## config.mk

```make
export PLATFORM = sky130hd
export DESIGN_NAME = ethernet_ipv4_l4_classifier_core_flat
export DESIGN_NICKNAME = d
export VERILOG_FILES = /design/src/eipc_pkg.sv /design/src/eipc_stream_if.sv /design/src/eipc_capture.sv /design/src/eipc_classify.sv /design/src/eipc_counters.sv /design/src/ethernet_ipv4_l4_classifier_core.sv /design/src/flat_wrapper.sv
export VERILOG_INCLUDE_DIRS = /design/src /design/src/src
export SDC_FILE = /design/constraint.sdc
export NUM_CORES = 1
export LEC_CHECK = 0
export BUFFER_PORTS_ARGS = -buffer_cell sky130_fd_sc_hd__buf_4
export CORE_MARGIN = 4
export CORE_UTILIZATION = 35
export CTS_CLUSTER_DIAMETER = 40
export DETAILED_ROUTE_END_ITERATION = 10
export PLACE_DENSITY_LB_ADDON = 0.3
export SLEW_MARGIN = 10
export SYNTH_ARGS = -nofsm -noshare
export SYNTH_HDL_FRONTEND = slang
export SYNTH_SLANG_ARGS = --single-unit
```

## constraint.sdc

```tcl
create_clock -name clk -period 32 [get_ports clk]
set_input_delay 3.2 -clock clk [delete_from_list [all_inputs] [get_ports clk]]
set_output_delay 3.2 -clock clk [all_outputs]
set_load 0.05 [all_outputs]
```

## src/ethernet_ipv4_l4_classifier_core_macros.svh

```systemverilog
// ----------------------------------------------------------------------------
// Assertion macros for the Ethernet/IPv4/L4 classifier core
// Clocked on clk and disabled while arst_n is low.
// ----------------------------------------------------------------------------
`ifndef ETHERNET_IPV4_L4_CLASSIFIER_CORE_MACROS_SVH
`define ETHERNET_IPV4_L4_CLASSIFIER_CORE_MACROS_SVH

// Same-cycle implication.
`define EIPC_ASSERT_IMPL(label, ante, cons, msg) \
	label: assert property (@(posedge clk) disable iff (!arst_n) (ante) |-> (cons)) \
		else $error(msg);

// Next-cycle implication.
`define EIPC_ASSERT_NEXT(label, ante, cons, msg) \
	label: assert property (@(posedge clk) disable iff (!arst_n) (ante) |=> (cons)) \
		else $error(msg);

`endif

```

## src/eipc_pkg.sv

```systemverilog
// ----------------------------------------------------------------------------
// eipc_pkg
// Types and codes shared by the classifier core modules.
// ----------------------------------------------------------------------------
package eipc_pkg;

	localparam int OUT_CNT_BITS = 32;

	// packet classes
	localparam logic [3:0] PKT_RUNT      = 4'd0;
	localparam logic [3:0] PKT_IP_SHORT  = 4'd1;
	localparam logic [3:0] PKT_NO_PAYLD  = 4'd2;
	localparam logic [3:0] PKT_TCP       = 4'd3;
	localparam logic [3:0] PKT_UDP       = 4'd4;
	localparam logic [3:0] PKT_ICMP      = 4'd5;
	localparam logic [3:0] PKT_OTHER     = 4'd6;
	localparam logic [3:0] PKT_TCP_SHORT = 4'd7;
	localparam logic [3:0] PKT_UDP_SHORT = 4'd8;

	// application codes
	localparam logic [3:0] APP_NONE   = 4'd0;
	localparam logic [3:0] APP_HTTP   = 4'd1;
	localparam logic [3:0] APP_HTTPS  = 4'd2;
	localparam logic [3:0] APP_FTP    = 4'd3;
	localparam logic [3:0] APP_SSH    = 4'd4;
	localparam logic [3:0] APP_TELNET = 4'd5;
	localparam logic [3:0] APP_SMTP   = 4'd6;
	localparam logic [3:0] APP_DNS    = 4'd7;
	localparam logic [3:0] APP_DHCP   = 4'd8;
	localparam logic [3:0] APP_NTP    = 4'd9;
	localparam logic [3:0] APP_SNMP   = 4'd10;

	typedef struct packed {
		logic       req_type;
		logic [7:0] data_byte;
		logic       last_byte;
	} eipc_in_t;

	typedef struct packed {
		logic [3:0]              pkt_class;
		logic [3:0]              app_class;
		logic [5:0]              tcp_flag_bits;
		logic [15:0]             source_port;
		logic [15:0]             destination_port;
		logic [7:0]              ip_proto;
		logic [OUT_CNT_BITS-1:0] total_count;
		logic [OUT_CNT_BITS-1:0] tcp_count;
		logic [OUT_CNT_BITS-1:0] udp_count;
		logic [OUT_CNT_BITS-1:0] icmp_count;
		logic [OUT_CNT_BITS-1:0] other_count;
	} eipc_out_t;

	// header fields as seen after the current byte is captured
	typedef struct packed {
		logic [8:0]  frame_len;
		logic [15:0] ether_type;
		logic [7:0]  ver_ihl;
		logic [7:0]  protocol;
		logic [15:0] l4_sport;
		logic [15:0] l4_dport;
		logic [7:0]  flags;
	} eipc_hdr_t;

	typedef struct packed {
		logic [3:0]  pkt_class;
		logic [3:0]  app_class;
		logic [5:0]  tcp_flag_bits;
		logic [15:0] source_port;
		logic [15:0] destination_port;
		logic [7:0]  ip_proto;
	} eipc_cls_t;

	typedef struct packed {
		logic [OUT_CNT_BITS-1:0] total;
		logic [OUT_CNT_BITS-1:0] tcp;
		logic [OUT_CNT_BITS-1:0] udp;
		logic [OUT_CNT_BITS-1:0] icmp;
		logic [OUT_CNT_BITS-1:0] other;
	} eipc_counts_t;

endpackage

```

## src/eipc_stream_if.sv

```systemverilog
// ----------------------------------------------------------------------------
// eipc_stream_if
// Valid/ready channel carrying one payload word of type T.
// ----------------------------------------------------------------------------
interface eipc_stream_if #(
	parameter type T = logic
) ();
	logic valid;
	logic ready;
	T     data;

	modport source (output valid, output data, input ready);
	modport sink   (input valid, input data, output ready);
endinterface

```

## src/eipc_capture.sv

```systemverilog
// ----------------------------------------------------------------------------
// eipc_capture
// Byte offset and header capture registers for the frame in progress.
// ----------------------------------------------------------------------------
`include "ethernet_ipv4_l4_classifier_core_macros.svh"

module eipc_capture
	import eipc_pkg::*;
(
	input  logic       clk,
	input  logic       arst_n,
	input  logic       step,
	input  logic [7:0] data_byte,
	input  logic       last_byte,
	output eipc_hdr_t  hdr
);

	localparam logic [7:0] OFF_TYPE_HI = 8'd12;
	localparam logic [7:0] OFF_TYPE_LO = 8'd13;
	localparam logic [7:0] OFF_VER_IHL = 8'd14;
	localparam logic [7:0] OFF_PROTO   = 8'd23;
	localparam logic [7:0] OFF_MAX     = 8'hFF;
	localparam logic [7:0] REL_SP_HI   = 8'd0;
	localparam logic [7:0] REL_SP_LO   = 8'd1;
	localparam logic [7:0] REL_DP_HI   = 8'd2;
	localparam logic [7:0] REL_DP_LO   = 8'd3;
	localparam logic [7:0] REL_FLAGS   = 8'd13;

	logic [7:0]  off_q;
	logic [15:0] et_q, sp_q, dp_q;
	logic [7:0]  vihl_q, proto_q, flg_q;

	logic [15:0] et_n, sp_n, dp_n;
	logic [7:0]  vihl_n, proto_n, flg_n;
	logic [7:0]  l4off, rel;
	logic        in_l4;

	always_comb begin
		et_n    = et_q;
		vihl_n  = vihl_q;
		proto_n = proto_q;
		sp_n    = sp_q;
		dp_n    = dp_q;
		flg_n   = flg_q;
		if (off_q == OFF_TYPE_HI) et_n[15:8] = data_byte;
		if (off_q == OFF_TYPE_LO) et_n[7:0] = data_byte;
		if (off_q == OFF_VER_IHL) vihl_n = data_byte;
		if (off_q == OFF_PROTO) proto_n = data_byte;
		// L4 start uses the IHL just captured, so IHL 0 lands on the same byte
		l4off = OFF_VER_IHL + {2'b00, vihl_n[3:0], 2'b00};
		in_l4 = (off_q >= l4off);
		rel   = off_q - l4off;
		if (in_l4) begin
			if (rel == REL_SP_HI) sp_n[15:8] = data_byte;
			if (rel == REL_SP_LO) sp_n[7:0] = data_byte;
			if (rel == REL_DP_HI) dp_n[15:8] = data_byte;
			if (rel == REL_DP_LO) dp_n[7:0] = data_byte;
			if (rel == REL_FLAGS) flg_n = data_byte;
		end
		hdr.frame_len  = {1'b0, off_q} + 9'd1;
		hdr.ether_type = et_n;
		hdr.ver_ihl    = vihl_n;
		hdr.protocol   = proto_n;
		hdr.l4_sport   = sp_n;
		hdr.l4_dport   = dp_n;
		hdr.flags      = flg_n;
	end

	always_ff @(posedge clk or negedge arst_n) begin
		if (!arst_n) begin
			off_q   <= '0;
			et_q    <= '0;
			vihl_q  <= '0;
			proto_q <= '0;
			sp_q    <= '0;
			dp_q    <= '0;
			flg_q   <= '0;
		end else if (step) begin
			if (last_byte) begin
				// frame done: drop all captures
				off_q   <= '0;
				et_q    <= '0;
				vihl_q  <= '0;
				proto_q <= '0;
				sp_q    <= '0;
				dp_q    <= '0;
				flg_q   <= '0;
			end else begin
				off_q   <= (off_q == OFF_MAX) ? off_q : off_q + 8'd1;
				et_q    <= et_n;
				vihl_q  <= vihl_n;
				proto_q <= proto_n;
				sp_q    <= sp_n;
				dp_q    <= dp_n;
				flg_q   <= flg_n;
			end
		end
	end

	`EIPC_ASSERT_NEXT(a_offset_restart, step && last_byte, off_q == '0 && et_q == '0,
		"capture state not cleared after frame end")

endmodule

```

## src/eipc_classify.sv

```systemverilog
// ----------------------------------------------------------------------------
// eipc_classify
// Packet class, application code and reported fields from captured header.
// ----------------------------------------------------------------------------
module eipc_classify
	import eipc_pkg::*;
(
	input  eipc_hdr_t hdr,
	output eipc_cls_t res
);

	localparam logic [15:0] ETH_IPV4    = 16'h0800;
	localparam logic [8:0]  ETH_HDR_LEN = 9'd14;
	localparam logic [8:0]  IP_MIN_LEN  = 9'd20;
	localparam logic [8:0]  TCP_MIN_LEN = 9'd20;
	localparam logic [8:0]  UDP_MIN_LEN = 9'd8;
	localparam logic [3:0]  IP_VER4     = 4'd4;
	localparam logic [7:0]  PROTO_ICMP  = 8'd1;
	localparam logic [7:0]  PROTO_TCP   = 8'd6;
	localparam logic [7:0]  PROTO_UDP   = 8'd17;

	localparam logic [15:0] PORT_HTTP   = 16'd80;
	localparam logic [15:0] PORT_HTTPS  = 16'd443;
	localparam logic [15:0] PORT_FTP    = 16'd21;
	localparam logic [15:0] PORT_SSH    = 16'd22;
	localparam logic [15:0] PORT_TELNET = 16'd23;
	localparam logic [15:0] PORT_SMTP   = 16'd25;
	localparam logic [15:0] PORT_DNS    = 16'd53;
	localparam logic [15:0] PORT_DHCP_S = 16'd67;
	localparam logic [15:0] PORT_DHCP_C = 16'd68;
	localparam logic [15:0] PORT_NTP    = 16'd123;
	localparam logic [15:0] PORT_SNMP   = 16'd161;
	localparam logic [15:0] PORT_TRAP   = 16'd162;

	function automatic logic hit(input logic [15:0] s, input logic [15:0] d,
			input logic [15:0] p);
		return (s == p) || (d == p);
	endfunction

	function automatic logic [3:0] tcp_app(input logic [15:0] s, input logic [15:0] d);
		logic [3:0] app;
		priority if (hit(s, d, PORT_HTTP))   app = APP_HTTP;
		else if (hit(s, d, PORT_HTTPS))      app = APP_HTTPS;
		else if (hit(s, d, PORT_FTP))        app = APP_FTP;
		else if (hit(s, d, PORT_SSH))        app = APP_SSH;
		else if (hit(s, d, PORT_TELNET))     app = APP_TELNET;
		else if (hit(s, d, PORT_SMTP))       app = APP_SMTP;
		else if (hit(s, d, PORT_DNS))        app = APP_DNS;
		else                                 app = APP_NONE;
		return app;
	endfunction

	function automatic logic [3:0] udp_app(input logic [15:0] s, input logic [15:0] d);
		logic [3:0] app;
		priority if (hit(s, d, PORT_DNS)) app = APP_DNS;
		else if (hit(s, d, PORT_DHCP_S) || hit(s, d, PORT_DHCP_C)) app = APP_DHCP;
		else if (hit(s, d, PORT_NTP)) app = APP_NTP;
		else if (hit(s, d, PORT_SNMP) || hit(s, d, PORT_TRAP)) app = APP_SNMP;
		else app = APP_NONE;
		return app;
	endfunction

	logic [8:0] hl, l4_start;

	always_comb begin
		hl       = {3'b000, hdr.ver_ihl[3:0], 2'b00};
		l4_start = ETH_HDR_LEN + hl;
		res      = '0;
		priority if (hdr.frame_len < ETH_HDR_LEN) begin
			res.pkt_class = PKT_RUNT;
		end else if (hdr.ether_type != ETH_IPV4) begin
			res.pkt_class = PKT_OTHER;
		end else if (hdr.frame_len < ETH_HDR_LEN + IP_MIN_LEN) begin
			res.pkt_class = PKT_IP_SHORT;
		end else if (hdr.ver_ihl[7:4] != IP_VER4) begin
			res.pkt_class = PKT_OTHER;
		end else begin
			res.ip_proto = hdr.protocol;
			priority if (hdr.frame_len <= l4_start) begin
				res.pkt_class = PKT_NO_PAYLD;
			end else if (hdr.protocol == PROTO_TCP) begin
				if (hdr.frame_len < l4_start + TCP_MIN_LEN) begin
					res.pkt_class = PKT_TCP_SHORT;
				end else begin
					res.pkt_class        = PKT_TCP;
					res.source_port      = hdr.l4_sport;
					res.destination_port = hdr.l4_dport;
					res.tcp_flag_bits    = hdr.flags[5:0];
					res.app_class        = tcp_app(hdr.l4_sport, hdr.l4_dport);
				end
			end else if (hdr.protocol == PROTO_UDP) begin
				if (hdr.frame_len < l4_start + UDP_MIN_LEN) begin
					res.pkt_class = PKT_UDP_SHORT;
				end else begin
					res.pkt_class        = PKT_UDP;
					res.source_port      = hdr.l4_sport;
					res.destination_port = hdr.l4_dport;
					res.app_class        = udp_app(hdr.l4_sport, hdr.l4_dport);
				end
			end else if (hdr.protocol == PROTO_ICMP) begin
				res.pkt_class = PKT_ICMP;
			end else begin
				res.pkt_class = PKT_OTHER;
			end
		end
	end

endmodule

```

## src/eipc_counters.sv

```systemverilog
// ----------------------------------------------------------------------------
// eipc_counters
// Five wrapping frame counters: total, tcp, udp, icmp, other.
// ----------------------------------------------------------------------------
`include "ethernet_ipv4_l4_classifier_core_macros.svh"

module eipc_counters
	import eipc_pkg::*;
#(
	parameter int COUNTER_BITS = 32
) (
	input  logic         clk,
	input  logic         arst_n,
	input  logic         clr,
	input  logic         bump,
	input  logic [3:0]   pkt_class,
	output eipc_counts_t counts
);

	localparam int CNT_NUM   = 5;
	localparam int CNT_TOTAL = 0;
	localparam int CNT_TCP   = 1;
	localparam int CNT_UDP   = 2;
	localparam int CNT_ICMP  = 3;
	localparam int CNT_OTHER = 4;

	logic [COUNTER_BITS-1:0] cnt_q [CNT_NUM];
	logic [COUNTER_BITS-1:0] cnt_n [CNT_NUM];
	logic [OUT_CNT_BITS-1:0] cnt_out [CNT_NUM];
	logic [CNT_NUM-1:0]      inc;

	always_comb begin
		inc            = '0;
		inc[CNT_TOTAL] = bump;
		inc[CNT_TCP]   = bump && (pkt_class == PKT_TCP);
		inc[CNT_UDP]   = bump && (pkt_class == PKT_UDP);
		inc[CNT_ICMP]  = bump && (pkt_class == PKT_ICMP);
		inc[CNT_OTHER] = bump && (pkt_class == PKT_OTHER);
	end

	for (genvar i = 0; i < CNT_NUM; i++) begin : g_cnt
		assign cnt_n[i] = cnt_q[i] + COUNTER_BITS'(inc[i]);

		if (COUNTER_BITS >= OUT_CNT_BITS) begin : g_trunc
			assign cnt_out[i] = cnt_n[i][OUT_CNT_BITS-1:0];
		end else begin : g_ext
			assign cnt_out[i] = {{(OUT_CNT_BITS-COUNTER_BITS){1'b0}}, cnt_n[i]};
		end

		always_ff @(posedge clk or negedge arst_n) begin
			if (!arst_n) begin
				cnt_q[i] <= '0;
			end else if (clr) begin
				cnt_q[i] <= '0;
			end else if (bump) begin
				cnt_q[i] <= cnt_n[i];
			end
		end
	end

	assign counts.total = cnt_out[CNT_TOTAL];
	assign counts.tcp   = cnt_out[CNT_TCP];
	assign counts.udp   = cnt_out[CNT_UDP];
	assign counts.icmp  = cnt_out[CNT_ICMP];
	assign counts.other = cnt_out[CNT_OTHER];

	`EIPC_ASSERT_NEXT(a_clear_zeroes, clr,
		cnt_q[CNT_TOTAL] == '0 && cnt_q[CNT_TCP] == '0 && cnt_q[CNT_OTHER] == '0,
		"counters not zero after clear")

endmodule

```

## src/ethernet_ipv4_l4_classifier_core.sv

```systemverilog
// ----------------------------------------------------------------------------
// ethernet_ipv4_l4_classifier_core
// Byte-stream Ethernet/IPv4/TCP/UDP header classifier with frame counters.
// ----------------------------------------------------------------------------
// Usage:
//   ingress carries one word per handshake: a frame byte with its last-byte
//   mark, or a counter clear request (req_type = 1). Frame bytes arrive in
//   wire order; words are taken back to back except as Stall describes.
//   egress carries one result word per frame, issued for the word that holds
//   the last byte: packet class, application code, TCP flags, ports, IP
//   protocol and the five counters after this frame's update.
//   Result path: the last byte is held in the input register, then its
//   result in the result register. Throughput: one word per cycle unless a
//   last byte stalls, set by the single capture/classify pass between them.
//   Stall: while a result waits on egress, ingress keeps accepting bytes
//   until the next last byte reaches the input register; it then holds
//   there until the waiting result is taken.
//   Reset: counters, captures and offset clear at once; no clearing pass.
//   A clear request zeroes the counters, gives no result and leaves the
//   frame in progress untouched.
// ----------------------------------------------------------------------------
`include "ethernet_ipv4_l4_classifier_core_macros.svh"

module ethernet_ipv4_l4_classifier_core
	import eipc_pkg::*;
#(
	parameter int COUNTER_BITS = 32
) (
	input  logic          clk,
	input  logic          arst_n,
	eipc_stream_if.sink   ingress,
	eipc_stream_if.source egress
);

	eipc_in_t     word_s1;
	logic         valid_s1;
	eipc_out_t    res_q;
	logic         res_valid_q;

	logic         res_free, adv_s1, res_load, step, clr;
	eipc_hdr_t    hdr;
	eipc_cls_t    cls;
	eipc_counts_t counts;

	assign res_free = !res_valid_q || egress.ready;
	// a frame byte without last mark or a clear never waits on egress
	assign adv_s1   = valid_s1 && (word_s1.req_type || !word_s1.last_byte || res_free);
	assign step     = adv_s1 && !word_s1.req_type;
	assign clr      = adv_s1 && word_s1.req_type;
	assign res_load = step && word_s1.last_byte;

	assign ingress.ready = !valid_s1 || adv_s1;

	always_ff @(posedge clk or negedge arst_n) begin
		if (!arst_n) begin
			valid_s1 <= 1'b0;
		end else if (ingress.valid && ingress.ready) begin
			valid_s1 <= 1'b1;
		end else if (adv_s1) begin
			valid_s1 <= 1'b0;
		end
	end

	always_ff @(posedge clk) begin
		if (ingress.valid && ingress.ready) begin
			word_s1 <= ingress.data;
		end
	end

	eipc_capture u_capture (
		.clk       (clk),
		.arst_n    (arst_n),
		.step      (step),
		.data_byte (word_s1.data_byte),
		.last_byte (word_s1.last_byte),
		.hdr       (hdr)
	);

	eipc_classify u_classify (
		.hdr (hdr),
		.res (cls)
	);

	eipc_counters #(
		.COUNTER_BITS (COUNTER_BITS)
	) u_counters (
		.clk       (clk),
		.arst_n    (arst_n),
		.clr       (clr),
		.bump      (res_load),
		.pkt_class (cls.pkt_class),
		.counts    (counts)
	);

	always_ff @(posedge clk or negedge arst_n) begin
		if (!arst_n) begin
			res_valid_q <= 1'b0;
		end else if (res_load) begin
			res_valid_q <= 1'b1;
		end else if (egress.ready) begin
			res_valid_q <= 1'b0;
		end
	end

	always_ff @(posedge clk) begin
		if (res_load) begin
			res_q.pkt_class        <= cls.pkt_class;
			res_q.app_class        <= cls.app_class;
			res_q.tcp_flag_bits    <= cls.tcp_flag_bits;
			res_q.source_port      <= cls.source_port;
			res_q.destination_port <= cls.destination_port;
			res_q.ip_proto         <= cls.ip_proto;
			res_q.total_count      <= counts.total;
			res_q.tcp_count        <= counts.tcp;
			res_q.udp_count        <= counts.udp;
			res_q.icmp_count       <= counts.icmp;
			res_q.other_count      <= counts.other;
		end
	end

	assign egress.valid = res_valid_q;
	assign egress.data  = res_q;

	`EIPC_ASSERT_NEXT(a_accept_fills_s1, ingress.valid && ingress.ready, valid_s1,
		"accepted word did not reach the input register")
	`EIPC_ASSERT_IMPL(a_last_byte_waits,
		valid_s1 && !word_s1.req_type && word_s1.last_byte && res_valid_q && !egress.ready,
		!ingress.ready && !res_load,
		"last byte advanced over a waiting result")

endmodule

```

## src/flat_wrapper.sv

```systemverilog
// flat-port wrapper written by rule: the top's interface ports become plain ports
module ethernet_ipv4_l4_classifier_core_flat import eipc_pkg::*;
#(
	parameter int COUNTER_BITS = 32
)
  (clk, arst_n, ingress_valid, ingress_data, ingress_ready, egress_valid, egress_data, egress_ready);
  eipc_stream_if #(.T(eipc_in_t)) ingress_i ();
  eipc_stream_if #(.T(eipc_out_t)) egress_i ();
  input  logic clk;
  input  logic arst_n;
  input wire logic [$bits(ingress_i.valid)-1:0] ingress_valid;
  input wire logic [$bits(ingress_i.data)-1:0] ingress_data;
  output wire logic [$bits(ingress_i.ready)-1:0] ingress_ready;
  output wire logic [$bits(egress_i.valid)-1:0] egress_valid;
  output wire logic [$bits(egress_i.data)-1:0] egress_data;
  input wire logic [$bits(egress_i.ready)-1:0] egress_ready;
  assign ingress_i.valid = ingress_valid;
  assign ingress_i.data = ingress_data;
  assign ingress_ready = ingress_i.ready;
  assign egress_valid = egress_i.valid;
  assign egress_data = egress_i.data;
  assign egress_i.ready = egress_ready;
  ethernet_ipv4_l4_classifier_core #(.COUNTER_BITS(COUNTER_BITS)) u_core (.clk(clk), .arst_n(arst_n), .ingress(ingress_i), .egress(egress_i));
endmodule
```

==> impl_results.md <==
- Status: finished, final reports clean
- Period Utilization, post-route: about a quarter
- Setup crit end kind: flop
- Comb power frac: between 4 and 5%
- Chip Height: about 260 um
- Int Pwr: around 1.2 mW
- RSZ-0062 raised after global routing: false
- Total power draw: roughly 1.6 mW
- Filler Cell Count: approximately 5.9k
- Io pins: 230
- Clk pwr share: between 50% and 60%
- Max-cap violation count: 0
- Worst slew pin tran: approximately 1.2 ns
- Area of the core: 63400 sq um
- Most common cell in the netlist: dfrtp_1
- 1st-pass router iterations: 6
- Via-to-Cell Ratio: around 5.3
- GP Congestion: 0.846
- Die area: 68600 sq um
- Synthesized cell area: ~23000 sq um
- First-pass GRT wire length: ~93 mm
- TritonCTS Sinks: approximately 460
- Top Usage Layer GRT: met2
- Area contributors post-synth: edfxtp_1, dfrtp_1, a22o_1
- Worst EP arrival: between 7 and 8 ns
- Vias in the first global route: about 16k
- CTS tree: yes
- Met1 Track Usage GR: between 20% and 30%
- IO Port Bufs: approximately 230
- Initial drt markers: 1321
- # nets final: around 2.3k
- Drc violations: 0
- Pin count of the biggest net entering global routing: about 110
- Relative slew margins: 16.5%
- DIE WIDTH: around 260 um
- Post-CTS Hold Buffers: 0
- Max-slew violation count: 0
- Flop pwr share: slightly above 40%
- Synthesized area per cell: about 11 sq um
- Critical-path cell list: buf_4 > inv_1 > a31oi_1 > buf_4 > nand2_4 > inv_8 > ha_1 > ha_1 > and3_1 > nand2_1 > nor4_1 > and3_1 > and3_1 > and3_1 > nand3_1 > nor3_1 > o21ai_0 > a22o_1
- Final WL: 59.7 mm
- Crit path max fanout: around 110
- Crit path time final: roughly 7.5 ns
- Met3 GRT Util: between 3 and 4%
- Drt wl/cell: approximately 19 um
- Ys flop type: dfrtp_1
- Post-route ant nets: 0
- Routing usage on met2: ~28%
- Pwr per Cell Area: between 50 and 60 nW/um^2
- Synth warn: 0
- P_sw: between 0.3 and 0.4 mW
- Max frequency: between 0.1 and 0.15 GHz
- Critical Path Max Stage Delay: roughly 0.61 ns
- Starting Density: 35.6%
- Worst hold path type: reg -> reg
- Mapped Cells: a little over 2k
- Hold Vio Cnt, Final: 0
- Gr usage total: 17.0%
- Yosys top cell by area: edfxtp_1
- Worst endpoint required time: roughly 33 ns
- Commonest cells in the netlist: dfrtp_1, edfxtp_1, nand2_1
- Setup-failing EPs final: 0
- H-tree depth: 3
- Half-perimeter wire length after placement: between 30 and 40 mm
- Static leakage: about 12 nW
- Cell variety after synth: 89
- Post_cts resized: 0
- Largest delay share family, worst path: simple AND/OR/NAND/NOR gates
- Initial antenna violation count: 0
- Total gr overflow: 0
- TritonCTS Buffers: 78
- Latest clock arrival within the worst-skew pair: about 0.61 ns
- Max VDD drop: around 0.034 mV
- Worst Clk Skew: between 0.02 and 0.025 ns
- Setup_tns: 0 ns
- Rows: between 90 and 100
- Share of the synthesized area in the top cell type: approximately 30%
- Max clock buf depth: 3
- CP max stage cell: inv_8
- WP buf/inv: 4
- Via Count: 16.9k
- Worst reg-to-reg setup slack: between 20 and 25 ns
- Crit Path Class: in -> reg
- Diodes inserted: 0
- Most common cell on crit path: and3_1
- Clock transition at the registers of the reported paths: 0.05 ns
- CTS root buf: clkbuf_16
- Share of post-route cells with drive strength above 1: 19.0%
- Post-synth EDFFs: about 220
- Area Growth Syn to Fin: 23.1%
- Ys async rst share: approximately 52%
- Sw frac: roughly a quarter
- Postcts setup bufs: 0
- Sequential-to-total area share from yosys stat: between 50% and 60%
- Worst Setup Start Kind: input port
- Synthesized flop and latch total: 464
registers in the layout, indices dropped and copies added, names as in the netlist, 10 cells and up:
register / cells
u_core.u_capture.dp_q: 16
u_core.egress.data: 214
u_core.word_s1: 10
u_core.u_counters.cnt_q: 160
u_core.u_capture.et_q: 16
u_core.u_capture.sp_q: 16
routing by layer:
metal	wire length (um)	vias to the layer above	part of all wire, %
met4	1350	0	2.3
met1	25900	8404	43
met2	28500	486	48
met3	4000	88	6.7
met5	0	-	0
li1	-	7916	-
logic make-up after synthesis:
| logic type | count (synthesis) | share of synthesized area (%) |
|---|---|---|
| other cells | 1 | 0.0166 |
| buf+inv | 144 | 2.62 |
| compound gates | 475 | 14.9 |
| xor+xnor | 164 | 6.37 |
| flops | 464 | 56.4 |
| mux | 54 | 2.49 |
| simple gates | 697 | 15.0 |
| fa+ha+maj | 38 | 2.14 |
cell type report:
type / count / area [sq um] / share of cell area (%)
inverters: 33 / 131 / 0.473
clock inverters: 54 / 588 / 2.12
flip-flops and latches: 464 / 12700 / 45.9
clock buffers: 92 / 2130 / 7.67
well taps: 846 / 1060 / 3.81
repair buffers: 248 / 1870 / 6.73
multi-input cells: 1430 / 9260 / 33.3
cell usage in the layout (no fill, tap or decap), drive strengths merged, types with 12 or more instances in the layout:
| master | netlist | final |
|---|---|---|
| and3 | 47 | 47 |
| a31oi | 12 | 12 |
| nor3 | 39 | 39 |
| mux2i | 44 | 44 |
| clkinvlp | 0 | 12 |
| a22o | 154 | 154 |
| ha | 37 | 37 |
| nor2 | 162 | 162 |
| xor2 | 83 | 83 |
| dfrtp | 240 | 240 |
| buf | 18 | 248 |
| a21o | 13 | 13 |
| nor2b | 20 | 20 |
| inv | 33 | 47 |
| o21ai | 151 | 151 |
| nand4 | 18 | 18 |
| o31ai | 31 | 31 |
| xnor2 | 81 | 81 |
| nand2 | 223 | 223 |
| clkbuf | 93 | 92 |
| nor4 | 15 | 15 |
| edfxtp | 224 | 224 |
| clkinv | 0 | 21 |
| nand3 | 97 | 97 |
| a21oi | 53 | 53 |
power by group through the flow:
stage / clock network, mW / logic (mW) / registers, mW
2_1_floorplan: 0 / 0.0305 / 0.658
4_1_cts: 0.874 / 0.0704 / 0.634
3_5_place_dp: 0 / 0.0699 / 0.645
3_3_place_gp: 0 / 0.0693 / 0.645
5_1_grt: 0.904 / 0.0755 / 0.634
6_report: 0.854 / 0.0692 / 0.634
final timing paths:
check	startpoint	to	cells past startpoint
setup / recovery	egress_ready	u_core.u_counters.cnt_q[158]	18
hold / removal	u_core.u_capture.flg_q[0]	u_core.u_capture.flg_q[0]	1
setup reg to reg	u_core.u_capture.off_q[5]	u_core.u_counters.cnt_q[124]	29
hold reg to reg	u_core.u_capture.flg_q[0]	u_core.u_capture.flg_q[0]	1
max in group asynchronous	arst_n	u_core.u_capture.sp_q[12]	2
min in group asynchronous	arst_n	u_core.u_counters.cnt_q[134]	1
metrics by stage:
| step | cells | hold WS [ns] | instance area (sq um) | setup slack [ns] | utilization [%] |
|---|---|---|---|---|---|
| after floorplan | 2038 | 0.457 | 22600 | 18.76 | - |
| after global placement | 3021 | 0.476 | 25000 | 23.99 | 39.5 |
| after detailed placement | 3021 | 0.480 | 25000 | 23.91 | 39.5 |
| after CTS | 3167 | 0.498 | 27800 | 24.53 | 43.8 |
| after global routing | 3167 | 0.512 | 27800 | 23.74 | 43.8 |
| final | 3167 | 0.495 | 27800 | 24.53 | 43.8 |
Note: power is estimated with default switching activity, not from simulation.
